===== src/rtl/pfn_pkg.sv =====
package pfn_pkg;
    localparam int PFN_MAX_VERTICES = 256;
    localparam int PFN_COORD_W      = 24;
    localparam int PFN_TAG_W        = 16;
    localparam int PFN_NORM_W       = 16;
    localparam int PFN_SUM_W        = 60;
    localparam int PFN_MUL_W        = 32;
    localparam int PFN_IN_W         = 88;
    localparam int PFN_OUT_W        = 72;
endpackage


===== src/rtl/pfn_mul.sv =====
module pfn_mul
    import pfn_pkg::*;
(
    input  logic                          clk,
    input  logic signed [PFN_MUL_W-1:0]   a,
    input  logic signed [PFN_MUL_W-1:0]   b,
    output logic signed [2*PFN_MUL_W-1:0] p
);

    always_ff @(posedge clk)
    begin
        p <= a * b;
    end

endmodule


===== config.mk =====
export PLATFORM = sky130hd
export DESIGN_NAME = pfn_mul
export DESIGN_NICKNAME = d
export VERILOG_FILES = /design/src/rtl/pfn_pkg.sv /design/src/rtl/pfn_mul.sv
export SDC_FILE = /design/constraint.sdc
export NUM_CORES = 2
export LEC_CHECK = 0
export BUFFER_PORTS_ARGS = -buffer_cell sky130_fd_sc_hd__buf_2
export CAP_MARGIN = 5
export CORE_AREA = 3 3 254 256
export DETAILED_ROUTE_END_ITERATION = 7
export DIE_AREA = 0 0 257 259
export MAX_ROUTING_LAYER = met4
export PLACE_DENSITY = 0.79
export SLEW_MARGIN = 20
export SYNTH_ARGS = -nofsm -noshare
export SYNTH_HDL_FRONTEND = slang
export SYNTH_SLANG_ARGS = --single-unit

===== constraint.sdc =====
create_clock -name clk -period 9.69 [get_ports clk]
set_input_delay 0.4845 -clock clk [delete_from_list [all_inputs] [get_ports clk]]
set_output_delay 0.4845 -clock clk [all_outputs]
set_load 0.01 [all_outputs]

==> out/qor.csv <==
metric;value;unit
Avg Synthesized Cell Area;9.59;um^2
unrepaired setup endpoints after global routing;no;
vias in the first global route;30132;
sequential-to-total area share from yosys stat;0.0344;
total number of vias;26604;
Root Buffer;clkbuf_16;
Max transition margin;0.313;
Critical Path End Type;flop;
cts hold-fix bufs;0;
Arr. time, crit path;8.74;ns
GR Overflow Total;0;
Port Buffer Count;128;
Worst EP required;10.02;ns
CP Launch Point;b[8];
Total Neg Setup Slack;0;ns
Worst setup SP type;input pin;
critical path's top delay family;adder cells;
drt total wl;99.6;mm
Min-Delay Path Class;input pin to flop;
wire per inst;21.1;um
met2 WL post-DR;49.6;mm
full die area;0.0666;mm^2
routability cong.;0.985;
biggest cell delay along the critical path;0.87;ns
Register Area;0.00128;mm^2
synth warn;0;
crit path time final;8.40;ns
Most flops, register;p;
number of CTS-inserted buffers;9;
max reg flops;64;
most common cell after layout, fill and taps aside;fa_1;
area of the multi-input gates;0.0316;mm^2
largest net degree at the start of global routing;33;
clk sinks;64;
most frequent cells in the layout;1082 x fa_1, 952 x inv_1, 516 x and2_1, 511 x nand2_1, 184 x ha_1;
Place WS;0.958;ns
Synth Flop Type;dfxtp_1;
status;complete, no violations;
met3 routed WL;8.83;mm
WL met1;35.3;mm
top layer used by detailed routing;met4;
Final Hold Fails;0;
setup violators final;0;
CTS max path bufs;2;
HP Start;b[0];
top flop regs;p (64);
layout cells sized above 1;0.0525;
Die H;259;um
Initial Utilization;0.594;
CTS clk-pin slew, worst paths;0.07;ns
Final Util;0.619;
GRT Overall Usage;0.330;
Synth Instances;3884;
DR pass1 iterations;5;
Max Clk Rate;119;MHz
Final Hold Slack;0.781;ns
Final HPWL DP;79.2;mm
CP Max Fanout;32;
synth-to-layout area growth;4.23;%
H-Tree Depth;3;
Final Max Tran Viols;0;
die width;257;um
WP buf/inv;7;
CTS tree;yes;
mapped cell area;0.0372;mm^2
Rows;92;
Critical Path Most Common Cell;fa_1;
first-pass GRT wire length;163;mm
post-synthesis register bit count;64;
CTS resizes;0;
Core Box Area;0.0627;mm^2
slack of the critical path;1.29;ns
EDFF count, synth;0;
Synth async-reset ratio;0;
Worst path slowest cell;fa_1;
DRC;0;
DRT iter0 DRCs;1876;
drt via density;5.63;
Worst-Margin Slew;1.03;ns
I/O Pins;129;
syn nets;5215;
Yosys cell types;63;
max_cap viols;0;
Period Utilization, post-route;0.867;
Setup Crit Path Kind;input pin to flop;
Fillers;5042;
final net count;5192;
initial antenna violation count;12;
Routed Antenna Nets;0;
postcts setup bufs;0;
-- worst paths after layout --
| path | to | slack [ns] | cells after the start |
|---|---|---|---|
| setup / recovery | p[62]$_DFF_P_ | 1.29 | 25 |
| hold / removal | p[0]$_DFF_P_ | 0.78 | 2 |
-- final cells by class --
type	instances	share of cell area
Timing Repair Buffer	166	0.0239
Clock buffer	11	0.00600
Sequential cell	64	0.0330
Inverter	952	0.0921
Clock inverter	5	0.00210
Multi-Input combinational cell	2668	0.815
Tap cell	846	0.0273
Antenna cell	13	0.000838
-- metal layers --
metal	vias to the layer above	global-route usage
li1	11031	-
met1	13880	0.392
met2	1303	0.545
met3	390	0.0671
met4	0	0.159
met5	-	-
-- stage by stage --
step                std cells  area (um^2)
global placement         4696        38500
floorplan                3884        37200
finish                   4725        38800
detailed placement       4696        38500
global route             4724        38800
CTS                      4712        38800
-- synth_stat cells, types with 6 or more instances --
cell type	count	area (um^2)
nand2b_1	9	56.3
o21bai_1	15	113
a31oi_1	12	75.1
inv_1	952	3570
a21oi_1	68	340
o21ai_0	28	140
a21o_1	23	173
xnor2_1	53	464
fa_1	1082	21700
clkbuf_1	195	732
nand3_1	15	75.1
nand2_1	511	1920
o31ai_1	6	45.0
dfxtp_1	64	1280
nor2_1	42	158
and2_1	516	3230
xor2_1	22	193
nor3_1	6	30.0
and3_1	7	43.8
ha_1	184	2300
nand4_1	7	43.8
-- kinds of logic (layout without fill, tap and decap cells) --
group / after synthesis / count (layout) / share of synthesized area
xor gates and xnor gates: 75 / 75 / 0.0176
adders and majority gates: 1266 / 1266 / 0.643
buffers and inverters: 1152 / 1134 / 0.116
other: 0 / 13 / 0
AOI/OAI and AO/OA: 193 / 193 / 0.0346
DFF: 64 / 64 / 0.0344
and+or+nand+nor: 1134 / 1134 / 0.154
Power is left out: the tool's default activity adds up to more than one toggle a clock period on the data nets, which glitch-free logic cannot reach.
